<file path="src/rtl/bde_pkg.sv">
// ----------------------------------------------------------------------------
// bde_pkg
// Shared widths, packed-word layouts and elaboration-time helper functions
// for the button debouncer with hold events.
// ----------------------------------------------------------------------------
package bde_pkg;

    localparam int TICK_W      = 16;
    localparam int TIMEOUT_W   = 8;
    localparam int CODE_W      = 3;
    localparam int CFG_INDEX_W = 1;
    localparam int S_DATA_W    = 24;
    localparam int M_DATA_W    = 8;

    localparam logic [TICK_W-1:0] TICK_MAX = '1;

    // Configuration register indexes.
    localparam logic [CFG_INDEX_W-1:0] CFG_DEBOUNCE_TIMEOUT = 1'd0;
    localparam logic [CFG_INDEX_W-1:0] CFG_HOLD_TIMEOUT     = 1'd1;

    localparam logic [TIMEOUT_W-1:0] DEBOUNCE_TIMEOUT_RST = 8'd10;
    localparam logic [TIMEOUT_W-1:0] HOLD_TIMEOUT_RST     = 8'd50;

    typedef struct packed {
        logic [CODE_W-1:0] event_code;
        logic [CODE_W-1:0] button_state;
    } step_result_t;

    // Number of trailing zero bits of a skip value in the range 1 to 256.
    function automatic int trailing_zeros(input int unsigned v);
        int n;
        n = 0;
        for (int i = 0; i < 9; i++) begin
            if (n == i && v[i] == 1'b0) begin
                n = i + 1;
            end
        end
        return n;
    endfunction

    // Multiplicative inverse of an odd value modulo 2**TICK_W.
    // Each Newton step doubles the number of correct low bits.
    function automatic logic [TICK_W-1:0] odd_inverse(input logic [TICK_W-1:0] d);
        logic [TICK_W-1:0] x;
        logic [TICK_W-1:0] dx;
        x = d;
        for (int i = 0; i < 4; i++) begin
            dx = TICK_W'(d * x);
            x  = TICK_W'(x * TICK_W'(16'd2 - dx));
        end
        return x;
    endfunction

endpackage

</file>
<file path="src/rtl/button_debounce_hold_events.sv">
// ----------------------------------------------------------------------------
// button_debounce_hold_events
// Push-button debouncer with pressed, released, held, repeat and kept-up
// events, one result word for every sample word.
// ----------------------------------------------------------------------------
// Each sample word carries the button level and a free-running tick count and
// yields exactly one result word with an event code and the state after the
// step. A new word is taken every clock cycle while the output is not stalled;
// a result passes through the input register and then the result register,
// and the state update itself is a step of the debounce machine, registered
// as the result register is loaded. The input side keeps taking words while a
// finished result waits on the output, until both registers are full. Timeouts
// are written through the configuration channel, which is always ready, and
// should only change while no sample is in flight.
module button_debounce_hold_events
    import bde_pkg::*;
#(
    parameter int HOLD_CHECK_SKIP = 16
)
(
    input  logic                   clk,
    input  logic                   rst_n,

    input  logic                   s_tvalid,
    output logic                   s_tready,
    input  logic [S_DATA_W-1:0]    s_tdata,   // level[0], tick_count[16:1], zero[23:17]

    output logic                   m_tvalid,
    input  logic                   m_tready,
    output logic [M_DATA_W-1:0]    m_tdata,   // event_code[2:0], button_state[5:3], zero[7:6]

    input  logic                   cfg_valid,
    output logic                   cfg_ready,
    input  logic [CFG_INDEX_W-1:0] cfg_index,
    input  logic [TIMEOUT_W-1:0]   cfg_data
);

    logic                 in_valid_reg;
    logic                 in_level_reg;
    logic                 in_qual_reg;
    logic                 out_valid_reg;
    step_result_t         out_result_reg;
    logic [TIMEOUT_W-1:0] debounce_timeout_reg;
    logic [TIMEOUT_W-1:0] hold_timeout_reg;

    logic                 s_fire;
    logic                 step_en;
    logic                 tick_qualified;
    step_result_t         step_result;

    assign step_en   = in_valid_reg && (!out_valid_reg || m_tready);
    assign s_tready  = !in_valid_reg || step_en;
    assign s_fire    = s_tvalid && s_tready;
    assign cfg_ready = 1'b1;

    bde_tick_qual #(
        .HOLD_CHECK_SKIP (HOLD_CHECK_SKIP)
    ) u_tick_qual (
        .tick_count (s_tdata[TICK_W:1]),
        .qualified  (tick_qualified)
    );

    bde_fsm u_fsm (
        .clk              (clk),
        .rst_n            (rst_n),
        .step_en          (step_en),
        .level            (in_level_reg),
        .qualified        (in_qual_reg),
        .debounce_timeout (debounce_timeout_reg),
        .hold_timeout     (hold_timeout_reg),
        .result           (step_result)
    );

    always_ff @(posedge clk or negedge rst_n)
    begin
        if (!rst_n) begin
            in_valid_reg  <= 1'b0;
            out_valid_reg <= 1'b0;
        end else begin
            if (s_fire) begin
                in_valid_reg <= 1'b1;
            end else if (step_en) begin
                in_valid_reg <= 1'b0;
            end
            if (step_en) begin
                out_valid_reg <= 1'b1;
            end else if (m_tready) begin
                out_valid_reg <= 1'b0;
            end
        end
    end

    always_ff @(posedge clk)
    begin
        if (s_fire) begin
            in_level_reg <= s_tdata[0];
            in_qual_reg  <= tick_qualified;
        end
        if (step_en) begin
            out_result_reg <= step_result;
        end
    end

    always_ff @(posedge clk or negedge rst_n)
    begin
        if (!rst_n) begin
            debounce_timeout_reg <= DEBOUNCE_TIMEOUT_RST;
            hold_timeout_reg     <= HOLD_TIMEOUT_RST;
        end else if (cfg_valid) begin
            case (cfg_index)
                CFG_DEBOUNCE_TIMEOUT: debounce_timeout_reg <= cfg_data;
                CFG_HOLD_TIMEOUT:     hold_timeout_reg     <= cfg_data;
                default:              debounce_timeout_reg <= debounce_timeout_reg;
            endcase
        end
    end

    assign m_tvalid = out_valid_reg;
    assign m_tdata  = {2'b00, out_result_reg.button_state, out_result_reg.event_code};

endmodule

</file>
<file path="src/rtl/bde_tick_qual.sv">
// ----------------------------------------------------------------------------
// bde_tick_qual
// Flags a tick count that is a whole multiple of the hold check skip.
// ----------------------------------------------------------------------------
module bde_tick_qual
    import bde_pkg::*;
#(
    parameter int HOLD_CHECK_SKIP = 16
)
(
    input  logic [TICK_W-1:0] tick_count,
    output logic              qualified
);

    // The skip is split into a power of two and an odd factor. An odd
    // divisor is tested with the modular inverse: n is a multiple of d
    // exactly when n * inv(d) mod 2**16 does not exceed (2**16 - 1) / d.
    localparam int SKIP_TZ  = trailing_zeros(HOLD_CHECK_SKIP);
    localparam int SKIP_ODD = HOLD_CHECK_SKIP >> SKIP_TZ;
    localparam logic [TICK_W-1:0] SKIP_INV   = odd_inverse(TICK_W'(SKIP_ODD));
    localparam logic [TICK_W-1:0] SKIP_LIMIT = TICK_W'(int'(TICK_MAX) / SKIP_ODD);
    localparam logic [TICK_W-1:0] LOW_MASK   = TICK_W'((32'd1 << SKIP_TZ) - 32'd1);

    logic [TICK_W-1:0] tick_odd;
    logic [TICK_W-1:0] product;

    // Only the product modulo 2**16 matters for the test.
    assign tick_odd  = tick_count >> SKIP_TZ;
    assign product   = tick_odd * SKIP_INV;
    assign qualified = ((tick_count & LOW_MASK) == '0)
                       && (product <= SKIP_LIMIT);

endmodule

</file>
<file path="src/rtl/bde_fsm.sv">
// ----------------------------------------------------------------------------
// bde_fsm
// Six-state debounce and hold machine with its shared stability counter.
// ----------------------------------------------------------------------------
module bde_fsm
    import bde_pkg::*;
(
    input  logic                 clk,
    input  logic                 rst_n,
    input  logic                 step_en,
    input  logic                 level,
    input  logic                 qualified,
    input  logic [TIMEOUT_W-1:0] debounce_timeout,
    input  logic [TIMEOUT_W-1:0] hold_timeout,
    output step_result_t         result
);

    typedef enum logic [CODE_W-1:0] {
        MODE_UP          = 3'd0,
        MODE_KEPT_UP     = 3'd1,
        MODE_BOUNCE_DOWN = 3'd2,
        MODE_DOWN        = 3'd3,
        MODE_HELD        = 3'd4,
        MODE_BOUNCE_UP   = 3'd5
    } mode_t;

    typedef enum logic [CODE_W-1:0] {
        EV_NONE     = 3'd0,
        EV_PRESSED  = 3'd1,
        EV_RELEASED = 3'd2,
        EV_HELD     = 3'd3,
        EV_HOLDING  = 3'd4,
        EV_KEPT_UP  = 3'd5
    } event_t;

    logic [CODE_W-1:0]    mode_reg;
    logic [CODE_W-1:0]    mode_next;
    logic [TIMEOUT_W-1:0] count_reg;
    logic [TIMEOUT_W-1:0] count_next;
    logic                 prev_level_reg;
    event_t               event_next;

    logic [TIMEOUT_W-1:0] count_bump;
    logic [TIMEOUT_W-1:0] count_hold;
    logic [TIMEOUT_W-1:0] count_bounce;
    logic [TIMEOUT_W-1:0] count_down;
    logic                 run_down;

    assign count_bump   = (count_reg == '1) ? count_reg : count_reg + TIMEOUT_W'(1);
    assign count_hold   = qualified ? count_bump : count_reg;
    assign count_bounce = (level == prev_level_reg) ? count_bump : '0;

    always_comb
    begin
        mode_next  = mode_reg;
        count_next = count_reg;
        event_next = EV_NONE;
        run_down   = 1'b0;
        count_down = count_reg;

        case (mode_reg)
            MODE_UP:
            begin
                if (level) begin
                    mode_next  = MODE_BOUNCE_DOWN;
                    count_next = '0;
                    event_next = EV_PRESSED;
                end else if (count_hold >= hold_timeout) begin
                    mode_next  = MODE_KEPT_UP;
                    count_next = '0;
                    event_next = EV_KEPT_UP;
                end else begin
                    count_next = count_hold;
                end
            end
            MODE_KEPT_UP:
            begin
                if (level) begin
                    mode_next  = MODE_BOUNCE_DOWN;
                    count_next = '0;
                    event_next = EV_PRESSED;
                end
            end
            MODE_BOUNCE_DOWN, MODE_BOUNCE_UP:
            begin
                if (count_bounce >= debounce_timeout) begin
                    if (mode_reg == MODE_BOUNCE_DOWN) begin
                        // A settled press goes through the down check in the
                        // same sample, starting from a cleared counter.
                        run_down   = 1'b1;
                        count_down = '0;
                    end else begin
                        mode_next  = MODE_UP;
                        count_next = '0;
                    end
                end else begin
                    count_next = count_bounce;
                end
            end
            MODE_DOWN:
            begin
                run_down   = 1'b1;
                count_down = count_reg;
            end
            MODE_HELD:
            begin
                if (count_hold >= hold_timeout) begin
                    count_next = '0;
                    event_next = EV_HOLDING;
                end else if (!level) begin
                    mode_next  = MODE_BOUNCE_UP;
                    count_next = '0;
                    event_next = EV_RELEASED;
                end else begin
                    count_next = count_hold;
                end
            end
            default:
            begin
                mode_next = mode_reg;
            end
        endcase

        if (run_down) begin
            if (!level) begin
                mode_next  = MODE_BOUNCE_UP;
                count_next = '0;
                event_next = EV_RELEASED;
            end else begin
                if (qualified) begin
                    count_down = (count_down == '1) ? count_down
                                                    : count_down + TIMEOUT_W'(1);
                end
                if (count_down >= hold_timeout) begin
                    mode_next  = MODE_HELD;
                    count_next = '0;
                    event_next = EV_HELD;
                end else begin
                    mode_next  = MODE_DOWN;
                    count_next = count_down;
                end
            end
        end
    end

    assign result.event_code   = event_next;
    assign result.button_state = mode_next;

    always_ff @(posedge clk or negedge rst_n)
    begin
        if (!rst_n) begin
            mode_reg       <= MODE_UP;
            count_reg      <= '0;
            prev_level_reg <= 1'b0;
        end else if (step_en) begin
            mode_reg       <= mode_next;
            count_reg      <= count_next;
            prev_level_reg <= level;
        end
    end

endmodule

</file>
<file path="config.mk">
export PLATFORM = sky130hd
export DESIGN_NAME = button_debounce_hold_events
export DESIGN_NICKNAME = d
export VERILOG_FILES = /design/src/rtl/bde_pkg.sv /design/src/rtl/button_debounce_hold_events.sv /design/src/rtl/bde_tick_qual.sv /design/src/rtl/bde_fsm.sv
export SDC_FILE = /design/constraint.sdc
export NUM_CORES = 1
export LEC_CHECK = 0
export BUFFER_PORTS_ARGS = -buffer_cell sky130_fd_sc_hd__clkbuf_2
export CORE_UTILIZATION = 44
export CTS_CLUSTER_SIZE = 24
export DETAILED_ROUTE_END_ITERATION = 8
export PLACE_DENSITY_LB_ADDON = 0.15
export RECOVER_POWER = 50
export SKIP_LAST_GASP = 1
export SLEW_MARGIN = 10
export SYNTH_ARGS = -nofsm -noshare
export SYNTH_HDL_FRONTEND = slang
export SYNTH_SLANG_ARGS = --single-unit
export TNS_END_PERCENT = 30
</file>
<file path="constraint.sdc">
create_clock -name clk -period 6.2 [get_ports clk]
set_clock_uncertainty 0.1 [all_clocks]
set_input_delay 0.31 -clock clk [delete_from_list [all_inputs] [get_ports clk]]
set_output_delay 0.31 -clock clk [all_outputs]
set_load 0.005 [all_outputs]
</file>
==> results of run 1 <==
-- cell type report --
type,count,area (um2)
Fill cell,626,3210
Multi-Input combinational cell,267,1900
Sequential cell,38,997
Timing Repair Buffer,32,174
Tap cell,77,96.3
Clock buffer,6,72.6
Inverter,19,71.3
Clock inverter,2,8.76
-- per-stage QoR --
stage | instance area, um2 | total power [mW]
after CTS | 3310 | 0.862
final | 3320 | 0.858
after global placement | 3230 | 0.680
after detailed placement | 3230 | 0.687
after floorplan | 3060 | 0.607
after global routing | 3320 | 0.929
-- cells in the mapped netlist (all sizes together), types with 8 or more instances --
cell	instances	area share, %
edfxtp	8	7.9
mux2	12	4.4
nor2	27	3.4
nand2b	9	2.1
nand3	8	1.5
inv	19	2.3
o21ai	29	5.1
a21oi	23	3.8
dfrtp	25	20
buf	10	2.1
clkbuf	9	1.1
nand2	39	4.8
ha	26	11
-- kinds of logic (layout without fill, tap and decap cells) --
group                    Yosys count  count (layout)  synth area share [%]
adder cells (fa/ha/maj)           26              26                  10.7
flip-flops                        38              38                  32.7
other                              2               3                 0.246
buffers and inverters             38              59                  5.53
multiplexers                      16              16                  5.74
AO/OA/AOI/OAI                     94              94                  22.8
XOR/XNOR                           9               9                  2.58
AND/OR/NAND/NOR                  119             119                  19.8
-- layer usage --
layer	vias up	track usage (%)	part of all wire (%)
met5	-	0	0
met4	0	4.70	0.94
met3	7	4.09	4.6
met2	66	33.8	45
met1	1183	29.7	49
li1	1272	-	-
-- critical path, delay by kind of cell (launching register included) --
family / cells / cell delay [ns]
simple gates: 13 / 2.42
fa+ha+maj: 4 / 1.06
compound gates: 6 / 1.52
flops: 1 / 0.44
buf+inv: 1 / 0.16
-- power breakdown --
group / switching (mW) / total (mW) / leakage (nW) / internal [mW]
clock: 0.0953 / 0.173 / 0.0426 / 0.0775
combinational: 0.195 / 0.356 / 1.01 / 0.161
sequential: 0.0391 / 0.330 / 0.420 / 0.290
-- cell usage in the layout, fill, tap and decap left out, types with 6 or more instances in the layout --
| cell | Yosys | final |
|---|---|---|
| and3_1 | 7 | 6 |
| nand3_1 | 7 | 7 |
| nor2_1 | 26 | 26 |
| o21ai_0 | 26 | 26 |
| a21oi_1 | 23 | 22 |
| edfxtp_1 | 8 | 8 |
| nand2_1 | 39 | 39 |
| clkbuf_2 | 0 | 25 |
| nor3_1 | 7 | 7 |
| ha_1 | 26 | 26 |
| mux2_2 | 12 | 12 |
| buf_4 | 3 | 6 |
| dfrtp_1 | 25 | 25 |
| inv_1 | 18 | 18 |
| xnor2_1 | 7 | 7 |
| nand2b_1 | 8 | 8 |
-- worst max-delay path by stage --
stage | slack [ns] | endpoint | cells after the start | start
2_1_floorplan | 1.07 | u_fsm.count_reg[1]$_DFFE_PN0P_ | 27 | u_fsm.count_reg[0]$_DFFE_PN0P_
3_3_place_gp | 0.40 | u_fsm.count_reg[1]$_DFFE_PN0P_ | 25 | u_fsm.count_reg[0]$_DFFE_PN0P_
3_5_place_dp | 0.33 | u_fsm.count_reg[1]$_DFFE_PN0P_ | 25 | u_fsm.count_reg[1]$_DFFE_PN0P_
4_1_cts | 0.30 | u_fsm.count_reg[5]$_DFFE_PN0P_ | 25 | u_fsm.count_reg[0]$_DFFE_PN0P_
5_1_grt | 0.05 | u_fsm.count_reg[1]$_DFFE_PN0P_ | 24 | u_fsm.count_reg[0]$_DFFE_PN0P_
6_report | 0.44 | u_fsm.count_reg[5]$_DFFE_PN0P_ | 24 | u_fsm.count_reg[0]$_DFFE_PN0P_
-- what timing repair did --
action,4_1_cts,5_1_grt
hold buffers,0,0
endpoints found under the setup margin,0,11
resized for setup,0,3
==> impl_metrics.csv, run 1 <==
group,metric,value,unit
critical_path,ff2ff_path_depth,24,
final_layout,area_growth,8.65,%
global_route,grt_pass1_wl,11900,um
clock_network,clk-insertion-delay-late,0.31,ns
timing,fin_crit,5.76,ns
critical_path,cp_max_fo,6,
critical_path,path_cells,"ha_1 > and3_2 > and2_1 > nor3b_1 > nor3_1 > ha_1 > nand2_1 > o41ai_4 > nand3_1 > and2_4 > ha_1 > nand2_1 > nor2_1 > nand3_1 > o21ai_0 > nor2_1 > ha_1 > a21o_1 > a2111oi_1 > a21oi_2 > nand2b_1 > nor3_1 > buf_4 > a221o_1",
hold_path,worstHoldEndpoint,"in_level_reg$_DFFE_PP_",
synth,syn_area,0.00305,mm2
final_layout,drive_gt1_share,20.6,%
critical_path,cp_slowest_cell,"o41ai_4",
synth,synth-edff-count,8,
drt,drc,0,
global_route,grt_pass1_vias,2385,
hold_path,hold_class,"in -> reg",
timing,holdWs,0.0727,ns
status,status,"complete, but fails checks",
timing,finalSetupViolCount,0,
timing,hold_viol,0,
floorplan,die_area,0.00728,mm2
final_layout,stdcell_count,441,
floorplan,rows,29,
placed_design,gp_congestion,0.878,
synth,yosysWarnings,0,
final_layout,final_util,50.8,%
floorplan,core,0.00653,mm2
critical_path,arrival,5.90,ns
clock_network,cts.sinks,38,
synth,ys_async_sr_fraction,78.9,%
drt,via_per_inst,5.73,
timing,max_slew.worst_pin.slew,1.75,ns
drt,wl_per_cell,15.7,um
power,powerDensity,259,mW/mm2
synth,synth_seq_area_share,32.7,%
synth,yosys.cell_types.count,61,
floorplan,initial_core_util,46.7,%
clock_network,root_buffer,"clkbuf_8",
global_route,grt_antenna_before_repair,0,
final_layout,antenna_cells,0,
critical_path,r2r-end,"u_fsm.count_reg[5]$_DFFE_PN0P_",
drt,drt_wl_total,6940,um
timing,finalWorstSetupSlack,0.437,ns
clock_network,cts_tree,"done",
floorplan,dieHeight,85.3,um
floorplan,pin_count,49,
hold_path,hold_depth,1,
timing,max_freq,174,MHz
critical_path,r2r_setup_slack,0.44,ns
placed_design,place_hpwl,5310,um
floorplan,die_w,85.3,um
critical_path,max_stage_delay,0.51,ns
placed_design,place_inst,433,
critical_path,cp-start-kind,"flop",
timing,drv_slew,31,
timing,slew_headroom,-16.5,%
drt,dr_total_vias,2528,
placed_design,io_buffers,26,
placed_design,post-place-ws,0.328,ns
clock_network,cts_buffer_depth,2,
critical_path,worstPathRequired,6.34,ns
clock_network,cts_setup_buffers,0,
critical_path,path_class,"reg -> reg",
global_route,overflow,0,
critical_path,crit_top_cell,"ha_1",
critical_path,crit_path_end_kind,"flop",
status,violations,"max-capacitance violations, max-slew violations",
clock_network,htree_num_levels,2,
global_route,grt_max_degree,31,
power,p_leak,1.47,nW
synth,ys_ff_latch,38,
timing,rsz0062_at_grt,"false",
power,ir_worst_vdd,0.000148,V
clock_network,cts.clk_slew.worst_paths,0.08,ns
drt,antenna_left,0,
hold_path,holdCritStartpoint,"s_tdata[0]",
clock_network,cts_made_buffers,5,
final_layout,nets,427,
drt,dr.pass1.iters,4,
global_route,gr-usage-all-layers,21.1,%
timing,post-route-period-util,93.0,%
timing,setup_tns,0,ns
drt,drtIter0Drc,169,
flow_run,maxCapViolCount,1,
synth,synthesis.instances,342,
synth,synth.avg_cell_area,8.93,um2
synth,yosys_most_used_dff,"dfrtp_1",
critical_path,rr_startpoint,"u_fsm.count_reg[0]$_DFFE_PN0P_",
Power figures use the tool's default switching activity.
==> run 2, diff against run 1 <==
- REMOVE_ABC_BUFFERS: not set -> 1
==> impl_metrics.csv, run 2 (synthesis results as in run 1) <==
group,metric,value,unit
timing,max_freq,172,MHz
critical_path,cp_max_fo,10,
critical_path,cp-start-kind,"flop",
clock_network,cts_resized,0,
critical_path,crit_path_end_kind,"flop",
final_layout,seqCellArea,997,um2
status,violations,"max-capacitance violations, max-slew violations",
floorplan,die_w,85.3,um
critical_path,max_stage_delay,0.47,ns
global_route,overflow,0,
drt,highest_layer,"met4",
drt,drtIter0Drc,213,
timing,hold_viol,0,
critical_path,cp_slowest_cell,"o41ai_4",
critical_path,worstPathRequired,6.34,ns
timing,finalSetupViolCount,0,
placed_design,gp_congestion,0.871,
critical_path,path_class,"reg -> reg",
floorplan,core,0.00653,mm2
final_layout,final_common_cell,"nand2_1",
final_layout,fillCellCount,646,
drt,wl_met1,3370,um
critical_path,critPathTopFamily,"simple AND/OR/NAND/NOR gates",
global_route,grt_antenna_before_repair,0,
final_layout,final_cell_mix,"39 x nand2_1, 26 x nor2_1, 26 x o21ai_0, 26 x ha_1",
clock_network,cts.clk_slew.worst_paths,0.08,ns
power,p_leak,1.52,nW
timing,max_slew.worst_pin.slew,1.67,ns
final_layout,drive_gt1_share,22.8,%
critical_path,arrival,5.94,ns
drt,drt_wl_total,7060,um
power,powerDensity,261,mW/mm2
hold_path,hold_class,"in -> reg",
clock_network,clk-insertion-delay-late,0.30,ns
clock_network,root_buffer,"clkbuf_8",
timing,slew_headroom,-11.2,%
final_layout,area_growth,11.1,%
critical_path,path_buf_inv,2,
global_route,grt_max_degree,31,
floorplan,rows,29,
drt,wl_per_cell,15.7,um
final_layout,nets,435,
timing,setup_tns,0,ns
drt,met3WireLength,427,um
clock_network,htree_num_levels,2,
floorplan,die_area,0.00728,mm2
drt,dr_total_vias,2611,
clock_network,cts_made_buffers,5,
timing,rsz0062_at_grt,"false",
clock_network,cts_setup_buffers,0,
drt,via_per_inst,5.82,
power,ir_worst_vdd,0.000136,V
placed_design,place_inst,441,
global_route,grt_pass1_vias,2546,
floorplan,dieHeight,85.3,um
placed_design,place_hpwl,5500,um
clock_network,postCtsHoldBufs,0,
drt,drc,0,
flow_run,maxCapViolCount,1,
critical_path,crit_top_cell,"ha_1",
drt,dr.pass1.iters,4,
timing,post-route-period-util,93.6,%
drt,antenna_left,0,
global_route,gr-usage-all-layers,21.7,%
clock_network,cts.sinks,38,
clock_network,cts_tree,"done",
clock_network,cts_buffer_depth,2,
final_layout,antenna_cells,0,
timing,drv_slew,31,
final_layout,multi_input_area,0.00190,mm2
status,status,"complete, but fails checks",
floorplan,initial_core_util,46.7,%
timing,fin_crit,5.80,ns
floorplan,pin_count,49,
placed_design,io_buffers,26,
global_route,grt_pass1_wl,12400,um
drt,met2WireLength,3140,um
final_layout,stdcell_count,449,
==> run 2: changes by cell type in the layout (fill, tap and decap cells not counted), sizes merged <==
cell and delta:
buf +8, clkinv -1, clkinvlp +1
==> run 2: layout make-up <==
class                      instances  area share [%]
multi-input combinational        267            56.0
sequential                        38            29.4
timing repair buffer              40            6.90
inverter                          19            2.10
clock inverter                     2           0.369
clock buffer                       6            2.43
tap                               77            2.84
==> run 2: path summary, 6_finish.rpt <==
kind | from | depth (start not counted) | slack, ns | end
max | u_fsm.count_reg[0]$_DFFE_PN0P_ | 26 | 0.40 | u_fsm.count_reg[2]$_DFFE_PN0P_
min | s_tdata[0] | 1 | 0.08 | in_level_reg$_DFFE_PP_
max reg2reg | u_fsm.count_reg[0]$_DFFE_PN0P_ | 26 | 0.40 | u_fsm.count_reg[2]$_DFFE_PN0P_
min reg2reg | in_valid_reg$_DFFE_PN0P_ | 1 | 0.40 | m_tvalid$_DFFE_PN0P_
max in group asynchronous | rst_n | 1 | 4.70 | debounce_timeout_reg[5]$_DFFE_PN0P_
min in group asynchronous | rst_n | 1 | 0.33 | u_fsm.count_reg[1]$_DFFE_PN0P_
==> run 2: per-stage QoR <==
stage          total power [mW]  setup WS, ns  area, um2  hold WS (ns)  utilization, %
3_5_place_dp              0.704         0.324       3290         0.337            50.4
6_report                  0.885         0.400       3390        0.0844            51.9
2_1_floorplan             0.595         0.927       2960       -0.0856               -
3_3_place_gp              0.694         0.362       3290         0.339            50.4
4_1_cts                   0.894         0.296       3390        0.0148            51.8
5_1_grt                   0.955      0.000528       3390        0.0772            51.9
==> run 2: report_power, final <==
part           switching, mW  total (mW)  leakage [nW]  internal, mW
sequential            0.0380       0.328         0.420         0.290
clock                 0.0963       0.186        0.0472        0.0895
combinational          0.203       0.371          1.05         0.168
==> run 2: worst register-to-register path: stages, from the launching register on <==
cell and delay (ns):
dfrtp_1 0.45, ha_1 0.27, and3_2 0.29, nand4_4 0.21
nand2_1 0.15, xor2_1 0.28, nor2_1 0.09, ha_1 0.28
nand2_1 0.08, o41ai_4 0.47, nand3_1 0.23, and2_4 0.24
ha_1 0.21, nand2_1 0.11, nor2_1 0.11, nand3_1 0.09
o21ai_0 0.08, nor2_1 0.21, ha_1 0.29, a21o_1 0.18
a2111oi_0 0.39, a21oi_1 0.14, buf_4 0.17, nand2b_1 0.16
nor3_1 0.17, buf_4 0.16, a221o_1 0.15
==> run 2: per-layer routing <==
layer,vias up,global-route usage (%)
li1,1293,-
met1,1224,30.5
met4,0,7.12
met3,9,4.28
met5,-,0
met2,85,33.7
